File: config.mk
export PLATFORM = sky130hd
export DESIGN_NAME = sync_escape_frame_receiver
export DESIGN_NICKNAME = d
export VERILOG_FILES = /design/src/hw/rtl/sefr_pkg.sv /design/src/hw/rtl/sync_escape_frame_receiver.sv
export SDC_FILE = /design/constraint.sdc
export NUM_CORES = 1
export LEC_CHECK = 0
export BUFFER_PORTS_ARGS = -buffer_cell sky130_fd_sc_hd__buf_2
export CAP_MARGIN = 20
export CORE_MARGIN = 1
export CORE_UTILIZATION = 61
export DETAILED_ROUTE_END_ITERATION = 12
export GPL_TIMING_DRIVEN = 0
export PLACE_DENSITY_LB_ADDON = 0.25
export SLEW_MARGIN = 20
export SYNTH_ARGS = -nofsm -noshare
export SYNTH_HDL_FRONTEND = slang
export SYNTH_SLANG_ARGS = --single-unit
File: constraint.sdc
create_clock -name i_clk -period 5.6 [get_ports i_clk]
set_input_delay 0.56 -clock i_clk [delete_from_list [all_inputs] [get_ports i_clk]]
set_output_delay 0.56 -clock i_clk [all_outputs]
set_load 0.02 [all_outputs]
File: src/hw/rtl/sefr_pkg.sv
// package for the sync escape frame receiver
// holds the framing byte codes, event codes and default sizes
// no dependencies
`timescale 1ns / 1ps

package sefr_pkg;

    localparam int BUFFER_BYTES_DEF = 128;
    localparam int POS_W            = 9;

    localparam logic [7:0] SYNC_BYTE = 8'hFF;
    localparam logic [7:0] ESC_BYTE  = 8'hFD;
    localparam logic [7:0] UNSET_LEN = 8'hFF;

    typedef enum logic [2:0] {
        EV_SYNC  = 3'd0,
        EV_ESC   = 3'd1,
        EV_CMD   = 3'd2,
        EV_LEN   = 3'd3,
        EV_STORE = 3'd4,
        EV_DROP  = 3'd5,
        EV_OK    = 3'd6,
        EV_BAD   = 3'd7
    } t_event;

endpackage

File: src/hw/rtl/sync_escape_frame_receiver.sv
// top level of the sync escape frame receiver
// decodes a byte-stuffed frame stream and reports one event per received byte
// depends on sefr_pkg
`timescale 1ns / 1ps

// One received byte in, one event out, at a sustained rate of one byte per
// clock. The decode of a byte (sync and escape compare, unescape increment,
// checksum add, position compare) is done in the cycle it is taken, and the
// event is loaded into an output register at that cycle's end. A byte is taken whenever
// that register is empty or its event is being taken in the same cycle, so
// the only thing that holds the input back is a stalled output. 0xFF always
// resynchronizes; 0xFD makes the next byte count as its value plus one.
// Payload bytes are not kept: each one is reported with its buffer position,
// and bytes past BUFFER_BYTES are reported as dropped.
module sync_escape_frame_receiver #(
    parameter int BUFFER_BYTES = sefr_pkg::BUFFER_BYTES_DEF
) (
    input  logic       i_clk,
    input  logic       i_rst_n,
    input  logic       i_rx_valid,
    output logic       o_rx_ready,
    input  logic [7:0] i_rx_byte,
    output logic       o_res_valid,
    input  logic       i_res_ready,
    output logic [2:0] o_event_res,
    output logic [7:0] o_byte_value,
    output logic [7:0] o_byte_index,
    output logic [7:0] o_frame_command,
    output logic [7:0] o_frame_length
);

    localparam int POS_W = sefr_pkg::POS_W;
    localparam logic [POS_W-1:0] BUF_LIMIT = POS_W'(BUFFER_BYTES);
    localparam logic [POS_W-1:0] LEN_POS   = POS_W'(3);

    logic [POS_W-1:0] r_pos, n_pos;
    logic [7:0]       r_sum, n_sum;
    logic             r_esc, n_esc;
    logic [7:0]       r_cmd, n_cmd;
    logic [7:0]       r_len, n_len;

    logic             r_out_valid;
    sefr_pkg::t_event r_event, n_event;
    logic [7:0]       r_value, n_value;
    logic [7:0]       r_index, n_index;

    logic             w_accept;
    logic [7:0]       w_byte;
    logic [POS_W-1:0] w_pos_inc;

    assign o_rx_ready = !r_out_valid || i_res_ready;
    assign w_accept   = i_rx_valid && o_rx_ready;

    always_comb begin
        n_pos     = r_pos;
        n_sum     = r_sum;
        n_esc     = r_esc;
        n_cmd     = r_cmd;
        n_len     = r_len;
        n_value   = 8'd0;
        n_index   = 8'd0;
        n_event   = sefr_pkg::EV_SYNC;
        w_byte    = r_esc ? i_rx_byte + 8'd1 : i_rx_byte;
        w_pos_inc = r_pos + POS_W'(1);

        if (i_rx_byte == sefr_pkg::SYNC_BYTE) begin
            n_pos   = '0;
            n_cmd   = 8'd0;
            n_len   = sefr_pkg::UNSET_LEN;
            n_sum   = sefr_pkg::SYNC_BYTE;
            n_esc   = 1'b0;
            n_event = sefr_pkg::EV_SYNC;
        end else if (!r_esc && i_rx_byte == sefr_pkg::ESC_BYTE) begin
            n_esc   = 1'b1;
            n_event = sefr_pkg::EV_ESC;
        end else begin
            n_esc   = 1'b0;
            n_value = w_byte;
            n_sum   = r_sum + w_byte;
            if (r_cmd == 8'd0) begin
                n_cmd   = w_byte;
                n_event = sefr_pkg::EV_CMD;
            end else if (r_len == sefr_pkg::UNSET_LEN) begin
                n_len   = w_byte;
                n_pos   = LEN_POS;
                n_event = sefr_pkg::EV_LEN;
            end else if (r_pos >= BUF_LIMIT) begin
                n_event = sefr_pkg::EV_DROP;
            end else begin
                n_index = r_pos[7:0];
                n_pos   = w_pos_inc;
                if (w_pos_inc == {1'b0, r_len} + POS_W'(4)) begin
                    n_event = (n_sum == 8'd0) ? sefr_pkg::EV_OK : sefr_pkg::EV_BAD;
                end else begin
                    n_event = sefr_pkg::EV_STORE;
                end
            end
        end
    end

    always_ff @(posedge i_clk) begin
        if (!i_rst_n) begin
            r_pos       <= '0;
            r_sum       <= 8'd0;
            r_esc       <= 1'b0;
            r_cmd       <= 8'd0;
            r_len       <= 8'd0;
            r_out_valid <= 1'b0;
        end else begin
            if (w_accept) begin
                r_pos       <= n_pos;
                r_sum       <= n_sum;
                r_esc       <= n_esc;
                r_cmd       <= n_cmd;
                r_len       <= n_len;
                r_out_valid <= 1'b1;
            end else if (i_res_ready) begin
                r_out_valid <= 1'b0;
            end
        end
    end

    // result payload, loaded on each transfer in
    always_ff @(posedge i_clk) begin
        if (w_accept) begin
            r_event <= n_event;
            r_value <= n_value;
            r_index <= n_index;
        end
    end

    assign o_res_valid     = r_out_valid;
    assign o_event_res     = r_event;
    assign o_byte_value    = r_value;
    assign o_byte_index    = r_index;
    assign o_frame_command = r_cmd;
    assign o_frame_length  = r_len;

    a_sync_clears: assert property (@(posedge i_clk) disable iff (!i_rst_n)
        w_accept && i_rx_byte == sefr_pkg::SYNC_BYTE |=>
            r_pos == '0 && r_sum == sefr_pkg::SYNC_BYTE && !r_esc
            && r_event == sefr_pkg::EV_SYNC)
        else $error("sync did not clear frame state");

    a_escape_sets: assert property (@(posedge i_clk) disable iff (!i_rst_n)
        w_accept && !r_esc && i_rx_byte == sefr_pkg::ESC_BYTE |=>
            r_esc && r_event == sefr_pkg::EV_ESC)
        else $error("escape marker not recorded");

    a_pos_bound: assert property (@(posedge i_clk) disable iff (!i_rst_n)
        r_pos <= BUF_LIMIT)
        else $error("write position beyond buffer");

    a_ready_empty: assert property (@(posedge i_clk) disable iff (!i_rst_n)
        !r_out_valid |-> o_rx_ready)
        else $error("input stalled with empty output");

    a_state_held: assert property (@(posedge i_clk) disable iff (!i_rst_n)
        !w_accept |=> $stable(r_pos) && $stable(r_sum) && $stable(r_cmd))
        else $error("frame state moved without a transfer");

endmodule

Word level (Yosys, flattened, before mapping)
Index checks and enable logic that the tools add are counted.
{"block": "totals", "rom_bits": 0, "latchBits": 0, "regBits": 54, "input_bits": 12, "mem_count": 0, "ramBits": 0, "elab_cells": 65, "out_inout_bits": 37}
{"block": "classes", "n_lt_le_gt_ge": 1, "addsub": 4, "div_mod_pow": 0, "n_shift": 0, "n_reduce_logical": 17, "bitwise_logic": 0, "eq_ne": 7, "mux": 25, "mul": 0}
{"cell": "two-way mux 8 bit", "n": 10}
{"cell": "two-way mux 9 bit", "n": 5}
{"cell": "equality test 8 bit (second input constant)", "n": 3}
{"cell": "zero test 8 bit", "n": 2}
{"cell": "adder 8 x 3 -> 9 bit (second input constant)", "n": 1}
{"cell": "adder 9 x 1 -> 9 bit (second input constant)", "n": 1}
{"cell": "equality test 9 bit", "n": 1}
{"cell": "greater-or-equal comparator 9 x 8 -> 1 bit (second input constant)", "n": 1}
{"cell": "adder 8 x 1 -> 8 bit (second input constant)", "n": 1}
{"cell": "adder 8 bit", "n": 1}
{"cell": "two-way mux 2 bit", "n": 4}
{"cell": "AND reduction 4 bit", "n": 2}
{"cell": "two-way mux 1 bit", "n": 6}
{"cell": "nonzero test 2 bit", "n": 3}
{"cell": "OR reduction 5 bit", "n": 1}
{"cell": "inequality test 2 bit (second input constant)", "n": 2}
{"cell": "OR reduction 4 bit", "n": 1}
{"cell": "inequality test 3 bit (second input constant)", "n": 1}
{"cell": "AND reduction 3 bit", "n": 1}
{"cell": "logical AND 1 bit", "n": 2}
{"cell": "zero test 1 bit", "n": 2}
{"cell": "AND reduction 2 bit", "n": 1}
{"cell": "OR reduction 2 bit", "n": 1}
{"cell": "logical OR 1 bit", "n": 1}

Longest topological paths before layout
{"block": "logic_depth", "word_depth": 10, "depth_mapped": 12, "depth_no_buf": 11}

Worst setup path before layout
Ideal clock, no wire load.
{"block": "synth_timing", "path_kind": "input port to flip-flop", "startpoint": "input i_rx_byte[0]", "endpoint": "register r_event[0] (netlist: o_event_res[0]) (data pin)", "t_arrival_ns": 2.621, "required_time_ns": 5.344, "path_slack_ns": 2.723, "cell_stages": 12, "n_path_buf": 1, "cell_sequence": "ha_1 > buf_2 > nand4_1 > xor2_1 > inv_1 > ha_1 > a21oi_1 > o21ai_0 > xor2_1 > nor4_1 > o211ai_1 > a41o_1"}
{"block": "synth_between", "elab_chain_cells": 10, "word_cells_on_any_way": 13, "cone_classes": "add/sub (2); eq/ne (2); mux (7); reduce/logical (2)"}
{"element": "from (decl)", "line": "sync_escape_frame_receiver.sv:22", "source": "input logic [7:0] i_rx_byte,"}
{"element": "adder 8 x 1 -> 8 bit", "line": "sync_escape_frame_receiver.sv:63", "source": "w_byte = r_esc ? i_rx_byte + 8'd1 : i_rx_byte;"}
{"element": "two-way mux 8 bit", "line": "sync_escape_frame_receiver.sv:63"}
{"element": "net w_byte[4]", "line": "sync_escape_frame_receiver.sv:48", "source": "logic [7:0] w_byte;"}
{"element": "adder 8 bit", "line": "sync_escape_frame_receiver.sv:79", "source": "n_sum = r_sum + w_byte;"}
{"element": "zero test 8 bit", "line": "sync_escape_frame_receiver.sv:93", "source": "n_event = (n_sum == 8'd0) ? sefr_pkg::EV_OK : sefr_pkg::EV_BAD;"}
{"element": "two-way mux 1 bit", "line": "sync_escape_frame_receiver.sv:93"}
{"element": "two-way mux 2 bit", "line": "sync_escape_frame_receiver.sv:92", "source": "if (w_pos_inc == {1'b0, r_len} + POS_W'(4)) begin"}
{"element": "two-way mux 2 bit", "line": "sync_escape_frame_receiver.sv:87", "source": "end else if (r_pos >= BUF_LIMIT) begin"}
{"element": "two-way mux 2 bit", "line": "sync_escape_frame_receiver.sv:83", "source": "end else if (r_len == sefr_pkg::UNSET_LEN) begin"}
{"element": "two-way mux 2 bit", "line": "sync_escape_frame_receiver.sv:80", "source": "if (r_cmd == 8'd0) begin"}
{"element": "two-way mux 1 bit", "line": "sync_escape_frame_receiver.sv:73", "source": "end else if (!r_esc && i_rx_byte == sefr_pkg::ESC_BYTE) begin"}
{"element": "to (signal assigned)", "line": "sync_escape_frame_receiver.sv:126", "source": "r_event <= n_event;"}
{"element": "to (decl)", "line": "sync_escape_frame_receiver.sv:43", "source": "sefr_pkg::t_event r_event, n_event;"}
The timed path passes the listed nets, and every way through them passes these cells.
A chain may end at the register's enable or synchronous reset.

Worst setup path after layout
Same ends and word-level chain as after synthesis.

==> summary.md <==
| Metric | Value |
|---|---|
| Area after DPL | `3430 um2` |
| Die H | `73.5 um` |
| Pre-CTS setup slack | `2.10 ns` |
| CTS tree | `built` |
| Total wire length | `6840 um` |
| Crit path time final | `around 3.2 ns` |
| Hold WS | `about 0.46 ns` |
| Final nets | `between 400 and 500` |
| FF-to-FF setup slack | `2.57 ns` |
| Post-CTS Hold Fix Bufs | `0` |
| Largest net degree at the start of global routing | `24` |
| Total CTS buffers | `5` |
| EDFF count, synth | `19` |
| Worst R2R Start | `r_esc` |
| RSZ-0062 raised after global routing | `no` |
| Worst-path clk slew | `0.09 ns` |
| Avg Vias per Cell | `around 5.8` |
| Post-Syn Area | `3110 um2` |
| Final Hold Viols | `0` |
| Count of cell types in the netlist | `64` |
| DR iter-0 viols | `211` |
| Vias in the first global route | `2348` |
| Number of gates resized after CTS | `0` |
| Setup crit end | `o_event_res[0]` |
| Placed cell count | `roughly 440` |
| Share of cells above drive strength 1 | `21.5%` |
| Setup crit start kind | `input port` |
| Most common cell after layout, fill and taps aside | `buf_2` |
| Net Count, Synth | `roughly 350` |
| Clock buffer depth | `2` |
| Setup TNS | `0 ns` |
| Fmax | `roughly 310 MHz` |
| Synth-to-layout area growth | `13.3%` |
| Non-Filler Instances | `approximately 440` |
| CP startpoint | `i_rx_byte[0]` |
| Post-synth top area share | `22.5%` |
| First-pass iteration count of the detailed router | `4` |
| Finished Cell Area | `3530 um2` |
| Core Region | `4820 um2` |
| Leakage power | `1.45 nW` |
| Gr usage total | `27.6%` |
| Max-cap violations | `0` |
| CTS Root Cell | `clkbuf_8` |
| Area contributors post-synth | `dfxtp_1, edfxtp_1, ha_1, xnor2_1, nor2_1` |
| Starting density of the core | `64.6%` |
| Worst min path class | `reg2reg` |
| DR DRC count | `0` |
| Routed len/inst | `15.4 um` |
| CP Capture Type | `flop` |
| Routed vias | `2575` |
| Post-synth ARST share | `0%` |
| Req. time, crit path | `5.66 ns` |
| Clock latency on the worst-skew pair | `0.31 ns` |
| Cell taking the most area after synthesis | `dfxtp_1` |
| TritonCTS Sinks | `54` |
| Final worst setup slack | `2.40 ns` |
| Post-synthesis sequential area ratio | `40.8%` |
| Dpl hpwl | `5080 um` |
| Max IR drop VDD | `between 0.2 and 0.3 mV` |
| Reg2Reg Depth | `11` |
| Status | `complete, no violations` |
| CTS H-tree lvls | `2` |
| Gp weighted congestion | `0.904` |
| Antenna violations before repair | `0` |
| Routed Antenna Nets | `0` |
| Setup violators final | `0` |
| Arrival time at the worst endpoint | `3.27 ns` |
| CP Class | `in2reg` |
| IO Port Bufs | `47` |
| Max-slew violations | `0` |
| Clock skew | `0.0104 ns` |
| Final period utilization | `57.2%` |
| # diodes | `0` |
| Commonest register cell after synthesis | `dfxtp_1` |
| Peak fanout along the critical path | `7` |
| Post CTS Setup Buffer Count | `0` |
| Overflow after GRT | `0` |
| Worst reg2reg endpoint | `o_event_res[0]` |
| Cell count after synthesis | `322` |
| Avg Inst Size Synth | `a little under 10 um2` |
| Die W | `73.5 um` |
| Seq cells post-synth | `54` |
| First-pass GRT wire length | `approximately 11000 um` |
| PwrDens | `284 nW/um2` |
| Num ports | `49` |
| Core Rows | `25` |
| Worst slew pin tran | `0.605 ns` |
| Die area | `5390 um2` |
| Most frequent cells in the layout | `buf_2, nor2_1, dfxtp_1` |
| Ys Warns | `0` |
| Relative slew margins | `between 50% and 60%` |
-- synth_stat cells (all sizes together), types with 4 or more instances --
cell / n
a311oi: 12
xor2: 9
o21ai: 17
a21oi: 17
a22oi: 7
nor3: 8
nand3: 8
xnor2: 18
dfxtp: 35
nand2b: 5
clkbuf: 8
nor2: 39
ha: 13
buf: 8
and2: 11
nand2: 18
and3: 4
o211ai: 4
nand4: 6
inv: 15
o21a: 4
edfxtp: 19
-- sequential cells by signal, summed over array words and instances (netlist names) --
signal           cells
r_pos                9
o_byte_index         8
o_byte_value         8
o_frame_command      8
o_frame_length       8
r_sum                8
o_event_res          3
o_res_valid          1
r_esc                1
-- metrics by stage --
stage | utilization (%) | power, W
detailed placement | 71.3 | 0.000786
global route | 73.3 | 0.00106
floorplan | - | 0.000710
global placement | 71.3 | 0.000782
finish | 73.3 | 0.00100
CTS | 73.3 | 0.00100
-- layer usage --
| layer | vias up | track usage [%] | part of all wire (%) |
|---|---|---|---|
| li1 | 1271 | - | - |
| met4 | 0 | 6.41 | 2.2 |
| met3 | 16 | 4.53 | 5.9 |
| met1 | 1201 | 39.0 | 46 |
| met5 | - | 0 | 0 |
| met2 | 87 | 44.1 | 46 |
-- critical path, cell delays in order --
cell and delay, ns:
buf_2 0.12, ha_1 0.14, buf_2 0.19, nand2_1 0.08, xnor2_1 0.46, ha_1 0.38
o211ai_1 0.22, o21ai_0 0.15, xor2_1 0.18, nor4_1 0.34, o211ai_1 0.18, a41o_1 0.25
-- logic make-up after synthesis --
family / after synthesis / synth area share (%)
multiplexers: 2 / 0.643
flip-flops: 54 / 40.8
AO/OA/AOI/OAI: 77 / 18.7
AND/OR/NAND/NOR: 115 / 20.7
XOR/XNOR: 28 / 8.56
adder cells (fa/ha/maj): 14 / 5.87
buffers and inverters: 31 / 4.62
other: 1 / 0.120
-- layout make-up --
class,count,area (um2)
tap,67,83.8
clock inverter,3,26.3
buffer,16,88.8
timing repair buffer,47,235
sequential,54,1270
inverter,15,56.3
fill,377,1290
clock buffer,5,68.8
multi-input combinational,237,1700
-- where the power goes --
group | total (W) | switching [W] | internal, W
registers | 0.000466 | 0.0000221 | 0.000444
logic | 0.000315 | 0.000192 | 0.000123
clock network | 0.000221 | 0.000131 | 0.0000905
-- worst min path at each step --
stage / startpoint / to / slack [ns] / cells after the start
after CTS: r_sum[0] / r_sum[0] / 0.47 / 2
after detailed placement: r_sum[0] / r_sum[0] / 0.45 / 2
final: r_sum[0] / r_sum[0] / 0.46 / 2
after global placement: r_sum[0] / r_sum[0] / 0.45 / 2
after global routing: r_sum[0] / r_sum[0] / 0.49 / 2
after floorplan: r_sum[0] / r_sum[0] / 0.44 / 2
Note: power is estimated with default switching activity, not from simulation.
